File: src/rtl/ipa_pkg.sv
// Shared types, codes and defaults of the index pool allocator.
`default_nettype none

package ipa_pkg;

    // Default sizes of the pool and of the free index cache.
    localparam int unsigned IPA_POOL_ENTRIES = 256;
    localparam int unsigned IPA_CACHE_DEPTH  = 16;

    // Fixed field widths.
    localparam int unsigned IDX_W  = 8;
    localparam int unsigned ACT_W  = 9;
    localparam int unsigned DATA_W = 32;
    localparam int unsigned ADDR_W = 3;

    // Reset value of the active entry count.
    localparam logic [ACT_W-1:0] ACTIVE_RESET = 9'd256;

    // Register index of the active entry count.
    localparam logic [0:0] REG_ACTIVE = 1'b0;

    // Command codes.
    localparam logic CMD_ALLOC = 1'b0;
    localparam logic CMD_FREE  = 1'b1;

    // Result status codes.
    typedef enum logic [1:0] {
        ST_OK        = 2'd0,
        ST_EXHAUSTED = 2'd1,
        ST_IN_USE    = 2'd2,
        ST_RANGE     = 2'd3
    } t_status;

    // Input item.
    typedef struct packed {
        logic             command;
        logic [IDX_W-1:0] free_index;
    } t_in_item;

    // Result item.
    typedef struct packed {
        logic [IDX_W-1:0] granted_index;
        t_status          status;
    } t_out_item;

endpackage

`default_nettype wire

File: src/rtl/ipa_ram.sv
// Generic simple dual-port RAM with one write port and a registered read port.
`default_nettype none

module ipa_ram #(
    parameter int unsigned WIDTH  = 8,
    parameter int unsigned DEPTH  = 16,
    parameter int unsigned ADDR_W = (DEPTH > 1) ? $clog2(DEPTH) : 1
) (
    input  wire logic              i_clk,
    input  wire logic              i_we,
    input  wire logic [ADDR_W-1:0] i_waddr,
    input  wire logic [WIDTH-1:0]  i_wdata,
    input  wire logic [ADDR_W-1:0] i_raddr,
    output logic      [WIDTH-1:0]  o_rdata
);

    logic [WIDTH-1:0] r_mem [DEPTH];
    logic [WIDTH-1:0] r_rdata;

    // Write port and registered read port.
    always_ff @(posedge i_clk) begin
        if (i_we) begin
            r_mem[i_waddr] <= i_wdata;
        end
        r_rdata <= r_mem[i_raddr];
    end

    assign o_rdata = r_rdata;

endmodule

`default_nettype wire

File: src/rtl/ipa_apb.sv
// Configuration register file behind an APB-style port.
`default_nettype none

module ipa_apb (
    input  wire logic                   i_clk,
    input  wire logic                   i_rst_n,
    input  wire logic                   psel,
    input  wire logic                   penable,
    input  wire logic                   pwrite,
    input  wire logic [ipa_pkg::ADDR_W-1:0] paddr,
    input  wire logic [ipa_pkg::DATA_W-1:0] pwdata,
    output logic      [ipa_pkg::DATA_W-1:0] prdata,
    output logic                        pready,
    output logic      [ipa_pkg::ACT_W-1:0]  o_active
);
    import ipa_pkg::*;

    logic [ACT_W-1:0] r_active;
    logic             wr_hit;

    // A write completes in the access phase; only the first word holds a register.
    assign wr_hit = psel && penable && pwrite && (paddr[ADDR_W-1:2] == REG_ACTIVE);

    always_ff @(posedge i_clk) begin
        if (!i_rst_n) begin
            r_active <= ACTIVE_RESET;
        end else if (wr_hit) begin
            r_active <= pwdata[ACT_W-1:0];
        end
    end

    // Read data and the always-ready response.
    always_comb begin
        prdata = '0;
        if (paddr[ADDR_W-1:2] == REG_ACTIVE) begin
            prdata = {{(DATA_W-ACT_W){1'b0}}, r_active};
        end
    end

    assign pready   = 1'b1;
    assign o_active = r_active;

endmodule

`default_nettype wire

File: src/rtl/ipa_seq.sv
// Sequencer that owns the use flag and free cache memories.
`default_nettype none

module ipa_seq #(
    parameter int unsigned POOL_ENTRIES = ipa_pkg::IPA_POOL_ENTRIES,
    parameter int unsigned CACHE_DEPTH  = ipa_pkg::IPA_CACHE_DEPTH
) (
    input  wire logic                      i_clk,
    input  wire logic                      i_rst_n,
    input  wire logic [ipa_pkg::ACT_W-1:0] i_active,
    input  wire logic                      i_in_valid,
    input  wire ipa_pkg::t_in_item         i_in_item,
    output logic                           o_in_stall,
    output logic                           o_res_valid,
    output ipa_pkg::t_out_item             o_res_item,
    input  wire logic                      i_res_take
);
    import ipa_pkg::*;

    localparam int unsigned FLAG_DEPTH = (POOL_ENTRIES < 256) ? POOL_ENTRIES : 256;
    localparam int unsigned FAW        = $clog2(FLAG_DEPTH);
    localparam int unsigned CW         = $clog2(CACHE_DEPTH + 1);
    localparam int unsigned CAW        = (CACHE_DEPTH > 1) ? $clog2(CACHE_DEPTH) : 1;

    typedef enum logic [7:0] {
        S_CLEAR = 8'b0000_0001,
        S_IDLE  = 8'b0000_0010,
        S_FREE  = 8'b0000_0100,
        S_ALLOC = 8'b0000_1000,
        S_POP   = 8'b0001_0000,
        S_CHK   = 8'b0010_0000,
        S_SCAN  = 8'b0100_0000,
        S_RESP  = 8'b1000_0000
    } t_state;

    t_state            r_state, n_state;
    logic [CW-1:0]     r_count, n_count;
    logic [FAW-1:0]    r_clr, n_clr;
    logic [IDX_W-1:0]  r_fidx, n_fidx;
    logic [IDX_W-1:0]  r_idx, n_idx;
    t_out_item         r_res, n_res;
    logic [ACT_W-1:0]  r_scan, n_scan;
    logic [CW-1:0]     r_hits, n_hits;
    logic [CW-1:0]     r_n, n_n;
    logic              r_pass, n_pass;
    logic              r_rd_vld, n_rd_vld;
    logic [IDX_W-1:0]  r_rd_idx, n_rd_idx;

    logic [ACT_W-1:0]  limit;
    logic              accept;
    logic [CW-1:0]     count_dec;
    logic [CW-1:0]     target;
    logic [CW-1:0]     slot;
    logic              issue;
    logic              hit;

    // Memory ports.
    logic              flag_we;
    logic [FAW-1:0]    flag_waddr;
    logic              flag_wdata;
    logic [FAW-1:0]    flag_raddr;
    logic              flag_rdata;
    logic              cache_we;
    logic [CAW-1:0]    cache_waddr;
    logic [IDX_W-1:0]  cache_wdata;
    logic [CAW-1:0]    cache_raddr;
    logic [IDX_W-1:0]  cache_rdata;

    ipa_ram #(
        .WIDTH (1),
        .DEPTH (FLAG_DEPTH),
        .ADDR_W(FAW)
    ) u_flags (
        .i_clk  (i_clk),
        .i_we   (flag_we),
        .i_waddr(flag_waddr),
        .i_wdata(flag_wdata),
        .i_raddr(flag_raddr),
        .o_rdata(flag_rdata)
    );

    ipa_ram #(
        .WIDTH (IDX_W),
        .DEPTH (CACHE_DEPTH),
        .ADDR_W(CAW)
    ) u_cache (
        .i_clk  (i_clk),
        .i_we   (cache_we),
        .i_waddr(cache_waddr),
        .i_wdata(cache_wdata),
        .i_raddr(cache_raddr),
        .o_rdata(cache_rdata)
    );

    // Effective pool size: the active count capped by the flag memory depth.
    assign limit = (i_active > ACT_W'(FLAG_DEPTH)) ? ACT_W'(FLAG_DEPTH) : i_active;

    assign accept     = (r_state == S_IDLE) && i_in_valid;
    assign o_in_stall = (r_state != S_IDLE);
    assign count_dec  = r_count - CW'(1);

    // Scan engine: the first pass counts free entries up to the cache depth, the second stacks them.
    assign target = r_pass ? r_n : CW'(CACHE_DEPTH);
    assign issue  = (r_scan < limit) && (r_hits != target);
    assign hit    = r_rd_vld && !flag_rdata && (r_hits != target);
    assign slot   = r_n - r_hits - CW'(1);

    // Next-state and memory access logic.
    always_comb begin
        n_state  = r_state;
        n_count  = r_count;
        n_clr    = r_clr;
        n_fidx   = r_fidx;
        n_idx    = r_idx;
        n_res    = r_res;
        n_scan   = r_scan;
        n_hits   = r_hits;
        n_n      = r_n;
        n_pass   = r_pass;
        n_rd_vld = 1'b0;
        n_rd_idx = r_rd_idx;

        flag_we     = 1'b0;
        flag_waddr  = r_fidx[FAW-1:0];
        flag_wdata  = 1'b0;
        flag_raddr  = r_scan[FAW-1:0];
        cache_we    = 1'b0;
        cache_waddr = r_count[CAW-1:0];
        cache_wdata = r_fidx;
        cache_raddr = count_dec[CAW-1:0];

        unique case (r_state)
            S_CLEAR: begin
                flag_we    = 1'b1;
                flag_waddr = r_clr;
                n_clr      = r_clr + FAW'(1);
                if (r_clr == FAW'(FLAG_DEPTH - 1)) begin
                    n_state = S_IDLE;
                end
            end

            S_IDLE: begin
                if (accept) begin
                    n_fidx = i_in_item.free_index;
                    n_res  = '{granted_index: '0, status: ST_OK};
                    if (i_in_item.command == CMD_FREE) begin
                        n_state = S_FREE;
                    end else if (r_count != '0) begin
                        n_count = count_dec;
                        n_state = S_POP;
                    end else begin
                        n_scan  = '0;
                        n_hits  = '0;
                        n_pass  = 1'b0;
                        n_state = S_SCAN;
                    end
                end
            end

            S_FREE: begin
                if ({1'b0, r_fidx} >= limit) begin
                    n_res.status = ST_RANGE;
                end else begin
                    flag_we = 1'b1;
                    if (r_count != CW'(CACHE_DEPTH)) begin
                        cache_we = 1'b1;
                        n_count  = r_count + CW'(1);
                    end
                end
                n_state = S_RESP;
            end

            S_ALLOC: begin
                n_count = count_dec;
                n_state = S_POP;
            end

            S_POP: begin
                flag_raddr = cache_rdata[FAW-1:0];
                n_idx      = cache_rdata;
                if ({1'b0, cache_rdata} >= limit) begin
                    n_res.status = ST_RANGE;
                    n_state      = S_RESP;
                end else begin
                    n_state = S_CHK;
                end
            end

            S_CHK: begin
                if (flag_rdata) begin
                    n_res.status = ST_IN_USE;
                end else begin
                    flag_we             = 1'b1;
                    flag_waddr          = r_idx[FAW-1:0];
                    flag_wdata          = 1'b1;
                    n_res.granted_index = r_idx;
                end
                n_state = S_RESP;
            end

            S_SCAN: begin
                if (issue) begin
                    n_scan   = r_scan + ACT_W'(1);
                    n_rd_vld = 1'b1;
                    n_rd_idx = r_scan[IDX_W-1:0];
                end
                if (hit) begin
                    n_hits = r_hits + CW'(1);
                    if (r_pass) begin
                        cache_we    = 1'b1;
                        cache_waddr = slot[CAW-1:0];
                        cache_wdata = r_rd_idx;
                    end
                end
                // A pass ends once nothing is issued and nothing is in flight.
                if (!issue && !r_rd_vld) begin
                    if (r_pass) begin
                        n_count = r_n;
                        n_state = S_ALLOC;
                    end else if (r_hits == '0) begin
                        n_res.status = ST_EXHAUSTED;
                        n_state      = S_RESP;
                    end else begin
                        n_n    = r_hits;
                        n_pass = 1'b1;
                        n_scan = '0;
                        n_hits = '0;
                    end
                end
            end

            S_RESP: begin
                if (i_res_take) begin
                    n_state = S_IDLE;
                end
            end

            default: begin
                n_state = S_CLEAR;
            end
        endcase
    end

    // Control state.
    always_ff @(posedge i_clk) begin
        if (!i_rst_n) begin
            r_state  <= S_CLEAR;
            r_count  <= '0;
            r_clr    <= '0;
            r_rd_vld <= 1'b0;
        end else begin
            r_state  <= n_state;
            r_count  <= n_count;
            r_clr    <= n_clr;
            r_rd_vld <= n_rd_vld;
        end
    end

    // Working registers of the current item.
    always_ff @(posedge i_clk) begin
        r_fidx   <= n_fidx;
        r_idx    <= n_idx;
        r_res    <= n_res;
        r_scan   <= n_scan;
        r_hits   <= n_hits;
        r_n      <= n_n;
        r_pass   <= n_pass;
        r_rd_idx <= n_rd_idx;
    end

    assign o_res_valid = (r_state == S_RESP);
    assign o_res_item  = r_res;

endmodule

`default_nettype wire

File: src/rtl/index_pool_allocator.sv
// Top level of the index pool allocator: configuration port, sequencer, output register.
// A free passes through S_FREE, a cached allocate through S_POP and S_CHK, then S_RESP;
// the next item is taken once S_RESP hands its result to the output register: one item at a time.
// An empty cache adds up to two scan passes, each over at most the effective pool size.
// Reset clears the flag memory one entry a cycle (256 entries by default), input stalled,
// and sets the active entry count to 256.
`default_nettype none

module index_pool_allocator #(
    parameter int unsigned POOL_ENTRIES = ipa_pkg::IPA_POOL_ENTRIES,
    parameter int unsigned CACHE_DEPTH  = ipa_pkg::IPA_CACHE_DEPTH
) (
    input  wire logic                       i_clk,
    input  wire logic                       i_rst_n,
    input  wire logic                       i_in_valid,
    output logic                            o_in_stall,
    input  wire ipa_pkg::t_in_item          i_in_item,
    output logic                            o_out_valid,
    input  wire logic                       i_out_stall,
    output ipa_pkg::t_out_item              o_out_item,
    input  wire logic                       psel,
    input  wire logic                       penable,
    input  wire logic                       pwrite,
    input  wire logic [ipa_pkg::ADDR_W-1:0] paddr,
    input  wire logic [ipa_pkg::DATA_W-1:0] pwdata,
    output logic      [ipa_pkg::DATA_W-1:0] prdata,
    output logic                            pready
);
    import ipa_pkg::*;

    logic [ACT_W-1:0] active;
    logic             res_valid;
    t_out_item        res_item;
    logic             res_take;
    logic             r_ovld;
    t_out_item        r_oitem;

    ipa_apb u_apb (
        .i_clk   (i_clk),
        .i_rst_n (i_rst_n),
        .psel    (psel),
        .penable (penable),
        .pwrite  (pwrite),
        .paddr   (paddr),
        .pwdata  (pwdata),
        .prdata  (prdata),
        .pready  (pready),
        .o_active(active)
    );

    ipa_seq #(
        .POOL_ENTRIES(POOL_ENTRIES),
        .CACHE_DEPTH (CACHE_DEPTH)
    ) u_seq (
        .i_clk      (i_clk),
        .i_rst_n    (i_rst_n),
        .i_active   (active),
        .i_in_valid (i_in_valid),
        .i_in_item  (i_in_item),
        .o_in_stall (o_in_stall),
        .o_res_valid(res_valid),
        .o_res_item (res_item),
        .i_res_take (res_take)
    );

    // The output register takes a result when it is empty or being drained.
    assign res_take = !r_ovld || !i_out_stall;

    always_ff @(posedge i_clk) begin
        if (!i_rst_n) begin
            r_ovld <= 1'b0;
        end else if (res_take) begin
            r_ovld <= res_valid;
        end
    end

    always_ff @(posedge i_clk) begin
        if (res_take && res_valid) begin
            r_oitem <= res_item;
        end
    end

    assign o_out_valid = r_ovld;
    assign o_out_item  = r_oitem;

endmodule

`default_nettype wire

File: config.mk
export PLATFORM = sky130hd
export DESIGN_NAME = index_pool_allocator
export DESIGN_NICKNAME = d
export VERILOG_FILES = /design/src/rtl/ipa_pkg.sv /design/src/rtl/ipa_ram.sv /design/src/rtl/ipa_apb.sv /design/src/rtl/ipa_seq.sv /design/src/rtl/index_pool_allocator.sv
export SDC_FILE = /design/constraint.sdc
export NUM_CORES = 1
export LEC_CHECK = 0
export ABC_AREA = 0
export BUFFER_PORTS_ARGS = -buffer_cell sky130_fd_sc_hd__buf_2
export CORE_ASPECT_RATIO = 1.25
export CORE_MARGIN = 2
export CORE_UTILIZATION = 50
export CTS_CLUSTER_SIZE = 24
export DETAILED_ROUTE_END_ITERATION = 8
export MAX_ROUTING_LAYER = met4
export PLACE_DENSITY = 0.77
export SLEW_MARGIN = 15
export SYNTH_ARGS = -nofsm -noshare
export SYNTH_HDL_FRONTEND = slang
export SYNTH_SLANG_ARGS = --single-unit
File: constraint.sdc
create_clock -name i_clk -period 6.5 [get_ports i_clk]
set_clock_uncertainty 0.05 [all_clocks]
set_input_delay 0.975 -clock i_clk [delete_from_list [all_inputs] [get_ports i_clk]]
set_output_delay 0.975 -clock i_clk [all_outputs]
set_load 0.05 [all_outputs]
==> results.json, run 1 <==
{
  "vias": 14680,
  "slew_headroom": 0.2029,
  "synth_ff_type": "edfxtp_1",
  "worstPathArrival_ns": 4.86,
  "stdcell_area_um2": 24380,
  "dpl.hpwl_mm": 34.96,
  "antenna_found_initial": 0,
  "critical_path.cell_chain": "or4_4 -> or3_4 -> nor3b_2 -> nand2_1 -> a21o_1 -> nand2_1 -> nand3_1 -> nor2_1",
  "yosys_warnings": 0,
  "drt.antenna.violating_nets": 0,
  "hp-class": "flip-flop to flip-flop",
  "cts_buffers": 49,
  "portBuffers": 46,
  "clk_latency_ns": 0.59,
  "cts_hold_buf": 0,
  "start_kind": "flip-flop",
  "layout_min_cycle_time_ns": 4.641,
  "syn_inst": 1803,
  "seq_area_frac_synth": 0.6408,
  "p_total_uw": 6499,
  "final-max-slew-violation-count": 0,
  "ir_drop_mv": 0.2315,
  "first_pass_iters": 8,
  "coreArea_um2": 44010,
  "timing_worst_setup_path_type": "flip-flop to flip-flop",
  "viasPerCell": 6.035,
  "drt_iter0_drc": 1544,
  "grt.overflow.total": 0,
  "max-cap-violations": 0,
  "tns_ns": 0,
  "critPathCaptureType": "flip-flop",
  "worstPathRequired_ns": 6.72,
  "ys_ff_latch": 489,
  "period_share": 0.7141,
  "syn_avg_cell_area_um2": 12.36,
  "grt_max_degree": 127,
  "synth_cell_types": 86,
  "pre_cts_ws_ns": 1.891,
  "cts_max_level": 2,
  "rsz0062_at_grt": "no",
  "cp_slowest_cell": "nand3_1",
  "nNetsFinal": 1908,
  "clk_pin_slew_ns": 0.06,
  "hold_violations": 0,
  "crit_top_cell": "nand2_1",
  "powerDensity_nw_per_um2": 266.6,
  "cts-root-buf": "clkbuf_16",
  "clockBufferDepth": 3,
  "worstPathMaxFanout": 20,
  "antenna_cells": 0,
  "setup_viol": 0,
  "max_slew.worst_pin.slew_ns": 1.187,
  "fp.dieH_um": 240.0,
  "grt_pass1_vias": 14660,
  "synth-async-reset-ratio": 0,
  "tritoncts": "yes",
  "synth-edff-count": 448,
  "postRouteWirelength_mm": 53.91,
  "grt_pass1_wl_mm": 82.04,
  "drc": 0,
  "row_count": 86,
  "wl_per_cell_um": 22.16,
  "outcome": "finished clean",
  "post_dp_cell_area_um2": 22850,
  "start_util": 0.5062,
  "setup_ws_ns": 1.859,
  "final_common_cell": "edfxtp_1",
  "area.growth.synth_to_final_pct": 9.425,
  "drive_gt1_frac": 0.1252,
  "final_cell_mix": "edfxtp_1, nor2_1, nand2_1",
  "cellLeakagePower_uw": 0.007597,
  "max_stage_delay_ns": 0.79,
  "clock_sinks": 489,
  "post_cts_resized": 0,
  "max_freq_mhz": 215.5,
  "die_area_um2": 46270,
  "gp_congestion": 0.8927,
  "syn_area_um2": 22280,
  "die_w_um": 192.8,
  "cts_setup_buffers": 0,
  "grt_usage": 0.2425,
  "num_io_pins": 96
}
==> per-stage QoR <==
step	util	hold WS, ns	cells
2_1_floorplan	-	0.3503	1825
3_3_place_gp	0.5192	0.3541	2344
3_5_place_dp	0.5192	0.3584	2344
4_1_cts	0.5538	0.3723	2433
5_1_grt	0.5539	0.3800	2433
6_report	0.5539	0.3703	2433
==> state kept, by name (all words and copies together) (netlist names) <==
register and cells:
u_seq.r_count 5, u_seq.u_cache.r_mem 128, u_seq.u_flags.o_rdata 1, u_seq.r_rd_vld 1, u_seq.r_clr 8, u_seq.o_res_item 10, u_seq.r_idx 8, u_seq.r_pass 1
u_seq.r_hits 5, u_seq.u_cache.o_rdata 8, o_out_item 10, u_seq.r_state 8, u_seq.r_fidx 8, o_out_valid 1, u_seq.r_rd_idx 8, u_apb.o_active 9
u_seq.r_scan 9, u_seq.u_flags.r_mem 256, u_seq.r_n 5
==> worst max-delay path, delay by kind of cell (launching register included) <==
family | cells | cell delay [ns]
compound gates | 1 | 0.30
flops | 1 | 0.37
simple gates | 7 | 3.59
==> worst paths after layout <==
check,depth (start not counted),slack [ns],end,start
min reg2reg,0,0.37,o_out_item[7],u_seq.o_res_item[7]
max,8,1.86,u_seq.u_flags.r_mem[52],u_seq.r_state[7]
max reg2reg,8,1.86,u_seq.u_flags.r_mem[52],u_seq.r_state[7]
min,0,0.37,o_out_item[7],u_seq.o_res_item[7]
==> area by class of cell <==
type	count	area, um2
repair buffers	71	430.4
multi-input cells	1191	7350
flip-flops and latches	489	14270
clock buffers	63	1321
fillers	3493	19630
clock inverters	26	200.2
inverters	21	83.83
well taps	572	715.7
==> where the power goes <==
part           switching, uW  total (uW)  internal [uW]
clock                   1160        2710           1550
sequential              17.4        3420           3410
combinational            295         366           70.7
total                   1470        6500           5030
==> layer usage <==
metal  global-route usage  wire, um  up-vias
li1                     -         -     6588
met1               0.2852     19510     7214
met2               0.4075     27320      706
met3              0.04175      4614      174
met4               0.1092      2467        0
met5                    -         0        -
==> synth_stat cells (all sizes together), types with 14 or more instances <==
master  count  area share
nand2     240       0.041
ha         33       0.019
edfxtp    448        0.60
xor2       16      0.0063
inv        21      0.0035
nor3       14      0.0037
o21ai      29      0.0067
mux2i      46       0.021
o22ai      16      0.0045
mux4       41       0.041
nor2      331       0.057
nand4      14      0.0039
a31oi      25      0.0073
a211oi     14      0.0047
clkbuf     33      0.0056
a21oi      75       0.019
nand3      66       0.017
and2       16      0.0045
buf        91       0.025
a21o       16      0.0054
nor2b      15      0.0042
and3       19      0.0053
dfxtp      41       0.037
==> cells by family after synthesis <==
group                    share of synthesized area
buffers and inverters                      0.03370
AO/OA/AOI/OAI                              0.07072
adder cells (fa/ha/maj)                    0.01943
AND/OR/NAND/NOR                             0.1560
XOR/XNOR                                   0.01140
multiplexers                               0.06768
other                                    0.0003371
flip-flops                                  0.6408
Power figures use the tool's default switching activity.
==> inputs of run 2 (changes only) <==
==> constraint.sdc (replaced) <==
create_clock -name i_clk -period 4.55 [get_ports i_clk]
set_clock_uncertainty 0.05 [all_clocks]
set_input_delay 0.6825 -clock i_clk [delete_from_list [all_inputs] [get_ports i_clk]]
set_output_delay 0.6825 -clock i_clk [all_outputs]
set_load 0.05 [all_outputs]
==> results.json, run 2 (same netlist as run 1, synthesis figures left out) <==
{
  "antenna_cells": 0,
  "die_w_um": 192.8,
  "cp_slowest_cell": "nand3_1",
  "fp.dieH_um": 240.0,
  "hold_violations": 0,
  "cts_max_level": 2,
  "grt.overflow.total": 0,
  "wl_per_cell_um": 22.09,
  "viasPerCell": 6.041,
  "first_pass_iters": 6,
  "row_count": 86,
  "worstPathRequired_ns": 4.76,
  "top_register": "u_seq.u_flags.r_mem",
  "fill_cells": 3548,
  "cpLargestDelayFamily": "simple AND/OR/NAND/NOR gates",
  "clock_sinks": 489,
  "max_freq_mhz": 226.5,
  "critical_path.cell_chain": "or4_4 -> or3_1 -> nor3b_2 -> buf_4 -> nand2b_1 -> inv_6 -> buf_4 -> nand2_1 -> nand3_1 -> and2_1 -> nand3_1 -> nor2_1",
  "clk_latency_ns": 0.59,
  "tritoncts": "yes",
  "grt_pass1_wl_mm": 82.76,
  "final_cell_mix": "edfxtp_1, nor2_1, nand2_1",
  "max_slew.worst_pin.slew_ns": 1.159,
  "grt_pass1_vias": 14580,
  "setup_viol": 0,
  "cts_buffers": 48,
  "worstPathArrival_ns": 4.63,
  "drt_iter0_drc": 1569,
  "p_total_uw": 9314,
  "antenna_found_initial": 0,
  "grt_usage": 0.2451,
  "portBuffers": 46,
  "post_cts_resized": 0,
  "cts-root-buf": "clkbuf_16",
  "outcome": "finished clean",
  "final-max-slew-violation-count": 0,
  "vias": 14730,
  "slew_headroom": 0.2274,
  "area.growth.synth_to_final_pct": 9.767,
  "worstPathMaxFanout": 70,
  "powerDensity_nw_per_um2": 380.9,
  "critPathCaptureType": "flip-flop",
  "coreArea_um2": 44010,
  "drc": 0,
  "period_share": 0.9704,
  "setup_ws_ns": 0.1346,
  "max_stage_delay_ns": 0.62,
  "ir_drop_mv": 0.4909,
  "clockBufferDepth": 3,
  "cts_hold_buf": 0,
  "cts_setup_buffers": 0,
  "critical_path_buf_inv_count": 3,
  "nNetsFinal": 1916,
  "cellLeakagePower_uw": 0.007644,
  "start_util": 0.5062,
  "hp-class": "input port to flip-flop",
  "num_io_pins": 96,
  "clk_pin_slew_ns": 0.07,
  "largest_reg_flops": 256,
  "rsz0062_at_grt": "yes",
  "reg.largest.list": "u_seq.u_flags.r_mem x256, u_seq.u_cache.r_mem x128",
  "drt.antenna.violating_nets": 0,
  "gp_congestion": 0.9254,
  "pre_cts_ws_ns": 0.1463,
  "start_kind": "flip-flop",
  "postRouteWirelength_mm": 53.87,
  "timing_worst_setup_path_type": "flip-flop to flip-flop",
  "die_area_um2": 46270,
  "max-cap-violations": 0,
  "drive_gt1_frac": 0.1339,
  "grt_max_degree": 130,
  "dpl.hpwl_mm": 35.76,
  "layout_min_cycle_time_ns": 4.415,
  "final_common_cell": "edfxtp_1"
}
==> run 2: final cells by class <==
| class | instances | area (um2) | area share |
|---|---|---|---|
| flip-flops and latches | 489 | 14270 | 0.5838 |
| clock inverters | 34 | 309.0 | 0.01264 |
| clock buffers | 52 | 1237 | 0.05061 |
| well taps | 572 | 715.7 | 0.02927 |
| multi-input cells | 1191 | 7346 | 0.3004 |
| inverters | 21 | 83.83 | 0.003428 |
| repair buffers | 80 | 485.5 | 0.01985 |
==> run 2: per-stage QoR <==
| step | setup TNS [ns] | util | cell area, um2 | hold slack, ns | std cells |
|---|---|---|---|---|---|
| finish | 0 | 0.5556 | 24450 | 0.2241 | 2439 |
| global route | -2.406 | 0.5556 | 24450 | 0.2025 | 2439 |
| CTS | 0 | 0.5556 | 24450 | 0.2025 | 2439 |
| detailed placement | 0 | 0.5205 | 22910 | 0.3545 | 2353 |
| global placement | 0 | 0.5205 | 22910 | 0.3541 | 2353 |
| floorplan | 0 | - | 22360 | 0.3503 | 1825 |
==> run 2: worst reg2reg max path, stage by stage (launching register included) <==
cell and delay (ns):
dfxtp_1 0.38, or4_4 0.55, or3_1 0.36, nor3b_2 0.19, buf_4 0.18, nand2b_1 0.14, inv_6 0.12, buf_4 0.50
nand2_1 0.14, nand3_1 0.18, and2_1 0.34, nand3_1 0.62, nor2_1 0.34
==> run 2: metal layers <==
layer  vias up  GRT usage  share of wire  wire length (um)
met3       146    0.04291          0.085              4582
met5         -          -              0                 0
met4         0    0.08605          0.033              1760
li1       6612          -              -                 -
met2       697     0.4212           0.52             28020
met1      7279     0.2899           0.36             19500
==> run 2: worst paths after layout <==
check / from / end / slack (ns) / cells past startpoint
max reg2reg: u_seq.r_state[2] / u_seq.u_flags.r_mem[68] / 0.13 / 12
max: u_seq.r_state[2] / u_seq.u_flags.r_mem[68] / 0.13 / 12
min: i_in_item[3] / u_seq.r_fidx[3] / 0.22 / 1
min reg2reg: u_seq.o_res_item[7] / o_out_item[7] / 0.37 / 0
==> run 2: power breakdown <==
part / internal, uW / total, uW / switching [uW] / leakage (uW)
clock: 2210 / 3910 / 1700 / 0.000747
combinational: 103 / 512 / 409 / 0.00313
sequential: 4870 / 4890 / 25.6 / 0.00376
total: 7180 / 9310 / 2140 / 0.00764
